--- src/hdl/fta_pkg.sv ---
package fta_pkg;

  localparam int FRAME_W  = 35;
  localparam int DT_W     = 34;
  localparam int RATE_W   = 10;
  localparam int TOL_W    = 24;
  localparam int MAXT_W   = 16;
  localparam int UNITS_W  = 44;
  localparam int WIN_W    = 34;
  localparam int REM_W    = 30;
  localparam int QUOT_W   = 15;
  localparam int TICKS_W  = 16;
  localparam int TOTAL_W  = 48;
  localparam int CIDX_W   = 2;
  localparam int CDATA_W  = 24;

  localparam logic [DT_W-1:0]    FRAME_CLAMP_NS = 34'd10000000000;
  localparam logic [REM_W-1:0]   TICK_UNITS     = 30'd1000000000;
  localparam int                 SNAP_MULTIPLES = 4;

  // floor(2^61 / 1e9), used on units[43:29]
  localparam int                 HI_SHIFT  = 29;
  localparam int                 HI_W      = UNITS_W - HI_SHIFT;
  localparam int                 RECIP_SH  = 32;
  localparam logic [31:0]        RECIP     = 32'd2305843009;
  localparam int                 PROD_W    = HI_W + 32;

  localparam logic [CIDX_W-1:0]  REG_TICK_RATE = 2'd0;
  localparam logic [CIDX_W-1:0]  REG_SNAP_TOL  = 2'd1;
  localparam logic [CIDX_W-1:0]  REG_MAX_TICKS = 2'd2;

  localparam logic [RATE_W-1:0]  TICK_RATE_RST = 10'd60;
  localparam logic [TOL_W-1:0]   SNAP_TOL_RST  = 24'd250000;
  localparam logic [MAXT_W-1:0]  MAX_TICKS_RST = 16'd8;

  typedef struct packed {
    logic [RATE_W-1:0] tick_rate_hz;
    logic [TOL_W-1:0]  snap_tolerance_ns;
    logic [MAXT_W-1:0] max_ticks_per_frame;
  } cfg_t;

  typedef struct packed {
    logic [QUOT_W-1:0] quot;
    logic [REM_W-1:0]  rem;
  } div_res_t;

endpackage

--- src/hdl/fta_if.sv ---
interface fta_in_if;
  import fta_pkg::*;
  logic                      valid;
  logic                      ready;
  logic signed [FRAME_W-1:0] frame_ns;
  modport source (output valid, output frame_ns, input ready);
  modport sink   (input valid, input frame_ns, output ready);
endinterface

interface fta_out_if;
  import fta_pkg::*;
  logic               valid;
  logic               ready;
  logic [TICKS_W-1:0] ticks_due;
  logic [TOTAL_W-1:0] total_ticks;
  logic [TOTAL_W-1:0] dropped_total;
  logic [REM_W-1:0]   remainder_units;
  modport source (output valid, output ticks_due, output total_ticks,
                  output dropped_total, output remainder_units, input ready);
  modport sink   (input valid, input ticks_due, input total_ticks,
                  input dropped_total, input remainder_units, output ready);
endinterface

interface fta_cfg_if;
  import fta_pkg::*;
  logic               valid;
  logic               ready;
  logic [CIDX_W-1:0]  index;
  logic [CDATA_W-1:0] data;
  modport source (output valid, output index, output data, input ready);
  modport sink   (input valid, input index, input data, output ready);
endinterface

--- src/hdl/fixed_timestep_accumulator.sv ---
// pipeline: an accepted item passes through seven register stages before its
// result is offered on out_ch
// throughput: one item per cycle unless out_ch holds ready low; the phase
// accumulator and tick totals loop on their own registers; the rest is forward
// reset: synchronous, rst_n low empties the pipeline, zeroes the accumulator
// and both totals, and loads the register defaults (60 Hz, 250 us, 8 ticks)
module fixed_timestep_accumulator (
  input  logic      clk,
  input  logic      rst_n,
  fta_cfg_if.sink   cfg_ch,
  fta_in_if.sink    in_ch,
  fta_out_if.source out_ch
);
  import fta_pkg::*;

  cfg_t               cfg_r;
  logic               f_valid, f_ready;
  logic [UNITS_W-1:0] f_units;
  logic               d_valid, d_ready;
  div_res_t           d_res;

  assign cfg_ch.ready = 1'b1;

  always_ff @(posedge clk) begin
    if (!rst_n) begin
      cfg_r.tick_rate_hz        <= TICK_RATE_RST;
      cfg_r.snap_tolerance_ns   <= SNAP_TOL_RST;
      cfg_r.max_ticks_per_frame <= MAX_TICKS_RST;
    end else if (cfg_ch.valid) begin
      unique case (cfg_ch.index)
        REG_TICK_RATE: cfg_r.tick_rate_hz        <= cfg_ch.data[RATE_W-1:0];
        REG_SNAP_TOL:  cfg_r.snap_tolerance_ns   <= cfg_ch.data[TOL_W-1:0];
        REG_MAX_TICKS: cfg_r.max_ticks_per_frame <= cfg_ch.data[MAXT_W-1:0];
        default: ;
      endcase
    end
  end

  fta_front u_front (
    .clk         (clk),
    .rst_n       (rst_n),
    .cfg         (cfg_r),
    .in_valid    (in_ch.valid),
    .in_ready    (in_ch.ready),
    .in_frame_ns (in_ch.frame_ns),
    .out_valid   (f_valid),
    .out_ready   (f_ready),
    .out_units   (f_units)
  );

  fta_divider u_divider (
    .clk       (clk),
    .rst_n     (rst_n),
    .in_valid  (f_valid),
    .in_ready  (f_ready),
    .in_units  (f_units),
    .out_valid (d_valid),
    .out_ready (d_ready),
    .out_res   (d_res)
  );

  fta_accum u_accum (
    .clk      (clk),
    .rst_n    (rst_n),
    .cfg      (cfg_r),
    .in_valid (d_valid),
    .in_ready (d_ready),
    .in_res   (d_res),
    .out_ch   (out_ch)
  );

endmodule

--- src/hdl/fta_front.sv ---
module fta_front (
  input  logic                               clk,
  input  logic                               rst_n,
  input  fta_pkg::cfg_t                      cfg,
  input  logic                               in_valid,
  output logic                               in_ready,
  input  logic signed [fta_pkg::FRAME_W-1:0] in_frame_ns,
  output logic                               out_valid,
  input  logic                               out_ready,
  output logic [fta_pkg::UNITS_W-1:0]        out_units
);
  import fta_pkg::*;

  logic               v1_r, v1_nxt, v2_r, v2_nxt;
  logic               en1, en2, mv2;
  logic [DT_W-1:0]    dt;
  logic [UNITS_W-1:0] units1_r, units1_nxt;
  logic [WIN_W-1:0]   win1_r, win1_nxt;
  logic               snap_on1_r, snap_on1_nxt;
  logic [UNITS_W-1:0] units2_r, units2_nxt;
  logic [UNITS_W-1:0] target [SNAP_MULTIPLES];
  logic [UNITS_W-1:0] diff   [SNAP_MULTIPLES];
  logic [SNAP_MULTIPLES-1:0] hit;

  assign mv2      = v2_r & out_ready;
  assign en2      = v1_r & (~v2_r | mv2);
  assign en1      = in_valid & in_ready;
  assign in_ready = ~v1_r | en2;

  assign v1_nxt = en1 ? 1'b1 : (en2 ? 1'b0 : v1_r);
  assign v2_nxt = en2 ? 1'b1 : (mv2 ? 1'b0 : v2_r);

  // clamp to 0..10 s
  always_comb begin
    if (in_frame_ns[FRAME_W-1]) begin
      dt = '0;
    end else if (in_frame_ns[DT_W-1:0] > FRAME_CLAMP_NS) begin
      dt = FRAME_CLAMP_NS;
    end else begin
      dt = in_frame_ns[DT_W-1:0];
    end
  end

  assign units1_nxt   = UNITS_W'(dt) * UNITS_W'(cfg.tick_rate_hz);
  assign win1_nxt     = WIN_W'(cfg.snap_tolerance_ns) * WIN_W'(cfg.tick_rate_hz);
  assign snap_on1_nxt = (cfg.snap_tolerance_ns != '0);

  always_comb begin
    for (int k = 0; k < SNAP_MULTIPLES; k++) begin
      target[k] = UNITS_W'(k + 1) * UNITS_W'(TICK_UNITS);
      diff[k]   = (units1_r >= target[k]) ? units1_r - target[k] : target[k] - units1_r;
      hit[k]    = snap_on1_r & (diff[k] <= UNITS_W'(win1_r));
    end
    // lowest multiple wins where windows overlap
    units2_nxt = units1_r;
    for (int k = SNAP_MULTIPLES - 1; k >= 0; k--) begin
      if (hit[k]) begin
        units2_nxt = target[k];
      end
    end
  end

  always_ff @(posedge clk) begin
    if (!rst_n) begin
      v1_r <= 1'b0;
      v2_r <= 1'b0;
    end else begin
      v1_r <= v1_nxt;
      v2_r <= v2_nxt;
    end
  end

  always_ff @(posedge clk) begin
    if (en1) begin
      units1_r   <= units1_nxt;
      win1_r     <= win1_nxt;
      snap_on1_r <= snap_on1_nxt;
    end
    if (en2) begin
      units2_r <= units2_nxt;
    end
  end

  assign out_valid = v2_r;
  assign out_units = units2_r;

endmodule

--- src/hdl/fta_divider.sv ---
module fta_divider (
  input  logic                        clk,
  input  logic                        rst_n,
  input  logic                        in_valid,
  output logic                        in_ready,
  input  logic [fta_pkg::UNITS_W-1:0] in_units,
  output logic                        out_valid,
  input  logic                        out_ready,
  output fta_pkg::div_res_t           out_res
);
  import fta_pkg::*;

  logic               v3_r, v3_nxt, v4_r, v4_nxt, v5_r, v5_nxt;
  logic               en3, en4, en5, mv5;
  logic [HI_W-1:0]    hi;
  logic [PROD_W-1:0]  prod;
  logic [QUOT_W-1:0]  q3_r, q4_r, q5_r, q5_nxt;
  logic [UNITS_W-1:0] units3_r;
  logic [UNITS_W-1:0] part;
  logic [31:0]        r4_r, r4_nxt;
  logic [1:0]         corr;
  logic [REM_W-1:0]   rem5_r, rem5_nxt;

  assign mv5      = v5_r & out_ready;
  assign en5      = v4_r & (~v5_r | mv5);
  assign en4      = v3_r & (~v4_r | en5);
  assign en3      = in_valid & in_ready;
  assign in_ready = ~v3_r | en4;

  assign v3_nxt = en3 ? 1'b1 : (en4 ? 1'b0 : v3_r);
  assign v4_nxt = en4 ? 1'b1 : (en5 ? 1'b0 : v4_r);
  assign v5_nxt = en5 ? 1'b1 : (mv5 ? 1'b0 : v5_r);

  // quotient estimate from the top bits, low by at most three
  assign hi   = in_units[UNITS_W-1:HI_SHIFT];
  assign prod = PROD_W'(hi) * PROD_W'(RECIP);

  assign part   = UNITS_W'(q3_r) * UNITS_W'(TICK_UNITS);
  assign r4_nxt = 32'(units3_r - part);

  always_comb begin
    if (r4_r >= 32'(3) * 32'(TICK_UNITS)) begin
      corr = 2'd3;
    end else if (r4_r >= 32'(2) * 32'(TICK_UNITS)) begin
      corr = 2'd2;
    end else if (r4_r >= 32'(TICK_UNITS)) begin
      corr = 2'd1;
    end else begin
      corr = 2'd0;
    end
    q5_nxt   = q4_r + QUOT_W'(corr);
    rem5_nxt = REM_W'(r4_r - 32'(corr) * 32'(TICK_UNITS));
  end

  always_ff @(posedge clk) begin
    if (!rst_n) begin
      v3_r <= 1'b0;
      v4_r <= 1'b0;
      v5_r <= 1'b0;
    end else begin
      v3_r <= v3_nxt;
      v4_r <= v4_nxt;
      v5_r <= v5_nxt;
    end
  end

  always_ff @(posedge clk) begin
    if (en3) begin
      q3_r     <= prod[PROD_W-1:RECIP_SH];
      units3_r <= in_units;
    end
    if (en4) begin
      q4_r <= q3_r;
      r4_r <= r4_nxt;
    end
    if (en5) begin
      q5_r   <= q5_nxt;
      rem5_r <= rem5_nxt;
    end
  end

  assign out_valid    = v5_r;
  assign out_res.quot = q5_r;
  assign out_res.rem  = rem5_r;

endmodule

--- src/hdl/fta_accum.sv ---
module fta_accum (
  input  logic              clk,
  input  logic              rst_n,
  input  fta_pkg::cfg_t     cfg,
  input  logic              in_valid,
  output logic              in_ready,
  input  fta_pkg::div_res_t in_res,
  fta_out_if.source         out_ch
);
  import fta_pkg::*;

  logic               v6_r, v6_nxt, v7_r, v7_nxt;
  logic               en6, en7, mv7;
  logic [REM_W-1:0]   phase_r, phase_nxt;
  logic [REM_W:0]     sum;
  logic               carry;
  logic [TICKS_W-1:0] n6_r, n6_nxt;
  logic [REM_W-1:0]   rem6_r;
  logic [TICKS_W-1:0] rel, excess;
  logic [TICKS_W-1:0] ticks7_r;
  logic [REM_W-1:0]   rem7_r;
  logic [TOTAL_W-1:0] total_r, total_nxt, dropped_r, dropped_nxt;

  assign mv7      = v7_r & out_ch.ready;
  assign en7      = v6_r & (~v7_r | mv7);
  assign en6      = in_valid & in_ready;
  assign in_ready = ~v6_r | en7;

  assign v6_nxt = en6 ? 1'b1 : (en7 ? 1'b0 : v6_r);
  assign v7_nxt = en7 ? 1'b1 : (mv7 ? 1'b0 : v7_r);

  // both parts are below one tick, so at most one carry
  assign sum       = {1'b0, phase_r} + {1'b0, in_res.rem};
  assign carry     = (sum >= {1'b0, TICK_UNITS});
  assign phase_nxt = carry ? REM_W'(sum - {1'b0, TICK_UNITS}) : sum[REM_W-1:0];
  assign n6_nxt    = TICKS_W'(in_res.quot) + TICKS_W'(carry);

  always_comb begin
    if (n6_r > cfg.max_ticks_per_frame) begin
      rel    = cfg.max_ticks_per_frame;
      excess = n6_r - cfg.max_ticks_per_frame;
    end else begin
      rel    = n6_r;
      excess = '0;
    end
    total_nxt   = total_r + TOTAL_W'(rel);
    dropped_nxt = dropped_r + TOTAL_W'(excess);
  end

  always_ff @(posedge clk) begin
    if (!rst_n) begin
      v6_r      <= 1'b0;
      v7_r      <= 1'b0;
      phase_r   <= '0;
      total_r   <= '0;
      dropped_r <= '0;
    end else begin
      v6_r <= v6_nxt;
      v7_r <= v7_nxt;
      if (en6) begin
        phase_r <= phase_nxt;
      end
      if (en7) begin
        total_r   <= total_nxt;
        dropped_r <= dropped_nxt;
      end
    end
  end

  always_ff @(posedge clk) begin
    if (en6) begin
      n6_r   <= n6_nxt;
      rem6_r <= phase_nxt;
    end
    if (en7) begin
      ticks7_r <= rel;
      rem7_r   <= rem6_r;
    end
  end

  assign out_ch.valid           = v7_r;
  assign out_ch.ticks_due       = ticks7_r;
  assign out_ch.total_ticks     = total_r;
  assign out_ch.dropped_total   = dropped_r;
  assign out_ch.remainder_units = rem7_r;

endmodule
--- src/flat_wrapper.sv ---
// flat-port wrapper written by rule: the top's interface ports become plain ports
module fixed_timestep_accumulator_flat import fta_pkg::*;
  (clk, rst_n, cfg_ch_valid, cfg_ch_index, cfg_ch_data, cfg_ch_ready, in_ch_valid, in_ch_frame_ns, in_ch_ready, out_ch_valid, out_ch_ticks_due, out_ch_total_ticks, out_ch_dropped_total, out_ch_remainder_units, out_ch_ready);
  fta_cfg_if cfg_ch_i ();
  fta_in_if in_ch_i ();
  fta_out_if out_ch_i ();
  input  logic clk;
  input  logic rst_n;
  input wire logic [$bits(cfg_ch_i.valid)-1:0] cfg_ch_valid;
  input wire logic [$bits(cfg_ch_i.index)-1:0] cfg_ch_index;
  input wire logic [$bits(cfg_ch_i.data)-1:0] cfg_ch_data;
  output wire logic [$bits(cfg_ch_i.ready)-1:0] cfg_ch_ready;
  input wire logic [$bits(in_ch_i.valid)-1:0] in_ch_valid;
  input wire logic [$bits(in_ch_i.frame_ns)-1:0] in_ch_frame_ns;
  output wire logic [$bits(in_ch_i.ready)-1:0] in_ch_ready;
  output wire logic [$bits(out_ch_i.valid)-1:0] out_ch_valid;
  output wire logic [$bits(out_ch_i.ticks_due)-1:0] out_ch_ticks_due;
  output wire logic [$bits(out_ch_i.total_ticks)-1:0] out_ch_total_ticks;
  output wire logic [$bits(out_ch_i.dropped_total)-1:0] out_ch_dropped_total;
  output wire logic [$bits(out_ch_i.remainder_units)-1:0] out_ch_remainder_units;
  input wire logic [$bits(out_ch_i.ready)-1:0] out_ch_ready;
  assign cfg_ch_i.valid = cfg_ch_valid;
  assign cfg_ch_i.index = cfg_ch_index;
  assign cfg_ch_i.data = cfg_ch_data;
  assign cfg_ch_ready = cfg_ch_i.ready;
  assign in_ch_i.valid = in_ch_valid;
  assign in_ch_i.frame_ns = in_ch_frame_ns;
  assign in_ch_ready = in_ch_i.ready;
  assign out_ch_valid = out_ch_i.valid;
  assign out_ch_ticks_due = out_ch_i.ticks_due;
  assign out_ch_total_ticks = out_ch_i.total_ticks;
  assign out_ch_dropped_total = out_ch_i.dropped_total;
  assign out_ch_remainder_units = out_ch_i.remainder_units;
  assign out_ch_i.ready = out_ch_ready;
  fixed_timestep_accumulator u_core (.clk(clk), .rst_n(rst_n), .cfg_ch(cfg_ch_i), .in_ch(in_ch_i), .out_ch(out_ch_i));
endmodule
--- config.mk ---
export PLATFORM = sky130hd
export DESIGN_NAME = fixed_timestep_accumulator_flat
export DESIGN_NICKNAME = d
export VERILOG_FILES = /design/src/hdl/fta_pkg.sv /design/src/hdl/fta_if.sv /design/src/hdl/fixed_timestep_accumulator.sv /design/src/hdl/fta_front.sv /design/src/hdl/fta_divider.sv /design/src/hdl/fta_accum.sv /design/src/flat_wrapper.sv
export SDC_FILE = /design/constraint.sdc
export NUM_CORES = 2
export LEC_CHECK = 0
export CAP_MARGIN = 20
export CORE_MARGIN = 2
export CORE_UTILIZATION = 45
export DETAILED_ROUTE_END_ITERATION = 7
export DONT_BUFFER_PORTS = 1
export GPL_ROUTABILITY_DRIVEN = 0
export GPL_TIMING_DRIVEN = 0
export PLACE_DENSITY = 0.59
export REMOVE_ABC_BUFFERS = 1
export SLEW_MARGIN = 30
export SYNTH_ARGS = -nofsm -noshare
export SYNTH_HDL_FRONTEND = slang
export SYNTH_HIERARCHICAL = 1
export SYNTH_SLANG_ARGS = --single-unit
--- constraint.sdc ---
create_clock -name clk -period 10.8 [get_ports clk]
set_clock_uncertainty 0.1 [all_clocks]
set_input_delay 2.7 -clock clk [delete_from_list [all_inputs] [get_ports clk]]
set_output_delay 2.7 -clock clk [all_outputs]
set_load 0.05 [all_outputs]
After elaboration in Yosys (flattened, before gate mapping)
Cells that the tools add are included.
{"block": "totals", "register_bits": 537, "latch_bits": 0, "ramBits": 0, "mem_bits_ro": 0, "output_inout_bits": 145, "mem_count": 0}
{"block": "classes", "n_addsub": 17, "mul": 5, "n_div": 0, "magnitude_cmp": 14, "n_eq_ne": 2, "n_shift": 0, "muxes": 29, "bitwise_logic": 26, "n_reduce_logical": 15}
{"operator": "$le 44x34->1", "n": 4}
{"operator": "$mux 44", "n": 4}
{"operator": "$add 48x16->48", "n": 2}
{"operator": "$ge 44x32->1 const B", "n": 2}
{"operator": "$sub 32x44->44 const A", "n": 2}
{"operator": "$sub 44x32->44 const B", "n": 2}
{"operator": "$mux 34", "n": 2}
{"operator": "$mux 32", "n": 2}
{"operator": "$mul 15x32->47 const B", "n": 1}
{"operator": "$ge 44x30->1 const B", "n": 1}
{"operator": "$ge 44x31->1 const B", "n": 1}
{"operator": "$mul 34x10->44", "n": 1}
{"operator": "$sub 30x44->44 const A", "n": 1}
{"operator": "$sub 31x44->44 const A", "n": 1}
{"operator": "$sub 44x30->44 const B", "n": 1}
{"operator": "$sub 44x31->44 const B", "n": 1}
{"operator": "$gt 34x34->1 const B", "n": 1}
{"operator": "$mul 24x10->34", "n": 1}
{"operator": "$ge 32x30->1 const B", "n": 1}
{"operator": "$ge 32x31->1 const B", "n": 1}
{"operator": "$ge 32x32->1 const B", "n": 1}
{"operator": "$mux 16", "n": 2}
{"operator": "$sub 32x32->32", "n": 1}
{"operator": "$add 30x30->31", "n": 1}
{"operator": "25 further kinds", "n": 71}

Longest topological paths before layout
{"block": "logic_depth", "word_depth": 16, "depth_mapped": 32}

By module
The synthesis kept the hierarchy.
{"mod": "fta_front", "n_inst": 1, "cells_each": 3674, "area_each_um2": 31139.9, "seq_area_each_um2": 3733.6}
{"mod": "fta_divider", "n_inst": 1, "cells_each": 1391, "area_each_um2": 15846.4, "seq_area_each_um2": 4234.1}
{"mod": "fta_accum", "n_inst": 1, "cells_each": 1452, "area_each_um2": 12859.8, "seq_area_each_um2": 5325.1}
{"mod": "fixed_timestep_accumulator", "n_inst": 1, "cells_each": 206, "area_each_um2": 2008.2, "seq_area_each_um2": 1001.0}

Least setup slack after synthesis
Ideal clock, no wire load.
{"block": "synth_path", "path_kind": "input port to flip-flop", "start": "in in_ch_frame_ns[12]", "end": "reg u_core.u_front.units1_r[39] (data pin)", "setup_time_ps": 259, "arrival_ps": 9569, "required_time_ps": 10441, "setup_slack_ps": 871, "cell_stages": 29, "cell_sequence": "or3_1 -> a41o_1 -> a21o_1 -> a21oi_1 -> nor2b_1 -> o21ai_0 -> a21oi_1 -> nor2_1 -> clkbuf_1 -> clkbuf_1 -> and3_1 -> fa_1 -> fa_1 -> fa_1 -> fa_1 -> inv_1 -> fa_1 -> inv_1 -> ha_1 -> and4_1 -> a41oi_1 -> o21ai_0 -> a211oi_1 -> o21a_1 -> o21ai_0 -> nor2b_1 -> o21ai_0 -> nor2b_1 -> xnor2_1"}
{"block": "synth_via", "elab_chain_len": 4}
{"item": "start: declaration", "line_no": "flat_wrapper.sv:14", "source": "input wire logic [$bits(in_ch_i.frame_ns)-1:0] in_ch_frame_ns;"}
{"item": "$gt 34x34->1", "line_no": "fta_front.sv:37", "source": "end else if (in_frame_ns[DT_W-1:0] > FRAME_CLAMP_NS) begin"}
{"item": "$mux 34 (*)", "line_no": "fta_front.sv:37"}
{"item": "$mux 34 (*)", "line_no": "fta_front.sv:35", "source": "if (in_frame_ns[FRAME_W-1]) begin"}
{"item": "$mul 34x10->44 (*)", "line_no": "fta_front.sv:44", "source": "assign units1_nxt = UNITS_W'(dt) * UNITS_W'(cfg.tick_rate_hz);"}
{"item": "net u_core.u_front.units1_nxt[39]", "line_no": "fta_front.sv:17", "source": "logic [UNITS_W-1:0] units1_r, units1_nxt;"}
{"item": "end signal: assignment", "line_no": "fta_front.sv:75", "source": "units1_r <= units1_nxt;"}
{"item": "end: declaration", "line_no": "fta_front.sv:17"}
Mark *: on every way through the listed nets, which the timed path passes. The rest lies on a longest branch.
A chain may end at the register's enable or synchronous reset.

Final worst setup path
{"block": "layout_path", "start": "in in_ch_frame_ns[12]", "end": "reg u_core.u_front.units1_r[40] (data pin)"}
The elaborated chain is that of the path after synthesis.

==> results.cfg <==
[run_status]
result_of_the_run = finished, final reports clean

[clock_network]
cts.reportedPaths.clkPinSlew_ns = 0.06
clock_sink_count = 537
ctsLongestPathBuffers = 3
cts_tree = built
cts_hold_buffers = 0
clk_root_buffer_cell = clkbuf_16
worstSkewPairLatency_ns = 0.69
numCtsBuffers = 60
cts-htree-levels = 2

[worst_setup_path]
number_of_buffers_and_inverters_on_the_critical_path = 4
critical_path.endpoint_type = flop
cpLargestDelayFamily = adder cells
crit_arrival_ns = 10.69
crit_path_frequent_cell = fa_1
timing.critical_path.slowest_stage_cell = fa_1
cp_max_fo = 32
worst_ep_required_time_ns = 11.14
cp-start-kind = input port
timing.setup.critical_path_class = in -> reg
cp_slowest_stage_delay_ns = 0.55

[final_layout]
finish.instance_area_sq_um = 65900
fillCellCount = 13013
fin_nets = 7867
finalCoreUtilization_pct = 48.1
antennaDiodeCount = 0
area_growth_pct = 6.54
drive_gt1_share_pct = 4.26

[die]
initial_utilization_pct = 45.2
io_pins = 211
floorplan.die_area_sq_um = 140000
die-height_um = 375
die_w_um = 375
placementRows = 136
core-area_sq_um = 137000

[sta]
slew_violations = 0
achievable_frequency_ghz = 0.0966
finalHoldWorstSlack_ns = 0.318
layout_min_cycle_time_ns = 10.35
final_clock_period_utilization_by_the_worst_path_pct = 95.9
slew_headroom_pct = 29.0
finalHoldViolCount = 0
worst-slew-pin-transition_ns = 1.06
setup_violations = 0
rsz0062_at_grt = no

[global_route]
via_count_of_the_first_global_routing_pass = 48625
wire_length_of_the_first_global_routing_pass_mm = 271
pin_count_of_the_biggest_net_entering_global_routing = 106
grt_use_total_pct = 24.0
grt_antenna_before_repair = 4
overflow = 0

[logic_synthesis]
syn-instance-count = 6723
share_of_the_yosys_chip_area_belonging_to_registers_pct = 23.1
netlist-cell-type-count = 110
synth_top_area_share_pct = 20.1
synthesis.area_sq_um = 61900
synth.yosys.warnings = 6
synth.avg_cell_area_sq_um = 9.20
dominantRegCellSynth = edfxtp_1
postSynthRegisterBits = 537
postSynth.asyncResetShare_pct = 0
ys_top_cells_by_area = fa_1 20%, edfxtp_1 17%, ha_1 13%
post-synth-top-area-cell = fa_1
synth-edff-count = 354

[drt]
initialDrtViolationCount = 3585
wirelength_mm = 168
remaining_drc_errors = 0
routed-via-count = 47742
viasPerCell = 5.71
wl_per_cell_um = 20.0
postRouteAntennaNets = 0
firstDrtPassIters = 6

[place]
place_area_sq_um = 63900
numPortBuffers = 0
post-dp-hpwl_mm = 130

[worst_hold_path]
worstHoldPathType = reg -> reg

[flow_run]
number_of_maximum_capacitance_constraint_violations = 0
==> synth_stat cells, drive strengths merged (42+ instances only) <==
master	n
clkbuf	280
a21o	101
o21ai	242
a21oi	386
a31oi	50
nand3	137
nor4	53
nor3	102
buf	47
xor2	120
xnor2	313
nand4	60
and3	177
ha	663
nor2b	49
o211ai	44
a211oi	47
nor2	381
o21a	52
inv	778
fa	621
nand2b	42
edfxtp	354
or3	49
mux2i	58
and2	197
dfxtp	183
nand2	716
==> cell usage in the layout, fill, tap and decap left out, types with 14 or more instances in the layout <==
| master | netlist | final |
|---|---|---|
| a211o_1 | 15 | 15 |
| a211oi_1 | 43 | 41 |
| a21boi_0 | 15 | 14 |
| a21o_1 | 101 | 101 |
| a21oi_1 | 383 | 381 |
| a311oi_1 | 15 | 15 |
| a31oi_1 | 49 | 48 |
| a41oi_1 | 15 | 15 |
| and2_1 | 194 | 192 |
| and3_1 | 177 | 177 |
| buf_16 | 0 | 15 |
| clkbuf_16 | 0 | 60 |
| dfxtp_1 | 183 | 173 |
| edfxtp_1 | 354 | 354 |
| fa_1 | 621 | 621 |
| ha_1 | 663 | 663 |
| inv_1 | 775 | 772 |
| mux2i_1 | 58 | 58 |
| nand2_1 | 716 | 714 |
| nand2b_1 | 42 | 41 |
| nand3_1 | 137 | 137 |
| nand4_1 | 60 | 60 |
| nand4b_1 | 20 | 20 |
| nor2_1 | 380 | 377 |
| nor2b_1 | 47 | 44 |
| nor3_1 | 101 | 97 |
| nor4_1 | 51 | 50 |
| o211ai_1 | 44 | 44 |
| o21a_1 | 52 | 51 |
| o21ai_0 | 233 | 232 |
| o21bai_1 | 37 | 37 |
| o31ai_1 | 22 | 21 |
| or2_2 | 29 | 29 |
| or3_1 | 47 | 45 |
| or4_1 | 17 | 17 |
| xnor2_1 | 313 | 313 |
| xor2_1 | 120 | 120 |
==> logic make-up after synthesis <==
family	after synthesis	share of synthesized area [%]
multiplexers	60	0.975
XOR/XNOR	433	6.13
AND/OR/NAND/NOR	2104	16.9
flip-flops	537	23.1
other	1	0.00606
AO/OA/AOI/OAI	1196	12.5
adder cells (fa/ha/maj)	1284	33.5
buffers and inverters	1108	6.86
==> sequential cells by signal, summed over array words and instances (netlist names), 16 cells and up <==
signal,count
u_core/u_divider/r4_r,32
u_core/u_accum/out_ch.dropped_total,48
u_core/u_divider/rem5_r,30
u_core/u_accum/phase_r,30
u_core/u_front/units1_r,44
u_core/u_accum/rem6_r,30
u_core/u_front/win1_r,34
u_core/u_accum/out_ch.total_ticks,48
u_core/u_accum/n6_r,16
u_core/cfg_r,50
u_core/u_front/out_units,44
u_core/u_accum/out_ch.remainder_units,30
u_core/u_divider/units3_r,32
u_core/u_accum/out_ch.ticks_due,16
==> final cells by class <==
type	count	area, sq um	share of cell area, %
Inverter	781	2940	4.46
Multi-Input combinational cell	5079	43500	66.0
Sequential cell	537	14300	21.7
Clock buffer	68	1540	2.34
Timing Repair Buffer	58	935	1.42
Tap cell	1794	2240	3.41
Clock inverter	43	432	0.655
==> final timing paths <==
check / endpoint / slack (ns) / startpoint / cells after the start
worst max-delay path: u_core/u_front/units1_r[40]$_DFFE_PP_ / 0.45 / in_ch_frame_ns[12] / 29
worst min-delay path: u_core/u_accum/out_ch.remainder_units[29]$_DFFE_PP_ / 0.32 / u_core/u_accum/rem6_r[29]$_DFFE_PP_ / 0
worst max register to register: u_core/u_front/out_units[3]$_SDFFCE_PP0P_ / 2.65 / u_core/u_front/units1_r[12]$_DFFE_PP_ / 23
worst min register to register: u_core/u_accum/out_ch.remainder_units[29]$_DFFE_PP_ / 0.32 / u_core/u_accum/rem6_r[29]$_DFFE_PP_ / 0
==> per-layer routing <==
metal	GRT usage, %	part of all wire [%]
met1	32.1	44
met2	39.9	47
met3	2.85	5.9
met4	8.64	3.9
met5	0	0
==> worst reg2reg max path, cell delays in order, from the launching register on <==
cell	delay, ns
edfxtp_1	0.68
clkinv_1	0.34
ha_1	0.26
or4bb_1	0.53
nor4_1	0.88
and4_1	0.38
nor3_2	0.05
buf_4	0.19
buf_4	0.20
a31oi_1	0.19
o32ai_1	0.10
a221oi_1	0.44
xnor2_1	0.17
ha_1	0.31
nand2_1	0.06
or4_1	0.56
nor3_1	0.35
nand4b_1	0.18
o211ai_1	0.17
o21ai_0	0.18
a2111oi_0	0.50
o211a_1	0.65
nor4_4	0.22
and2_1	0.25
==> stage by stage <==
step           setup slack [ns]  TNS, ns  std cells
3_3_place_gp              -6.07  -204.05       8190
2_1_floorplan             -2.28   -63.64       6396
6_report                  0.446        0       8360
5_1_grt                  0.0832        0       8360
3_5_place_dp              -1.19   -16.49       8245
4_1_cts                  0.0976        0       8357
==> timing repair <==
action / CTS / global route
cloned: 0 / 1
resized for setup: 2 / 6
pin swaps: 1 / 0
buffers inserted: 1 / 0
setup endpoints to repair: 13 / 10
Power is not shown: default switching activity piles up to over one toggle a cycle in this logic, so the estimate is an artifact.
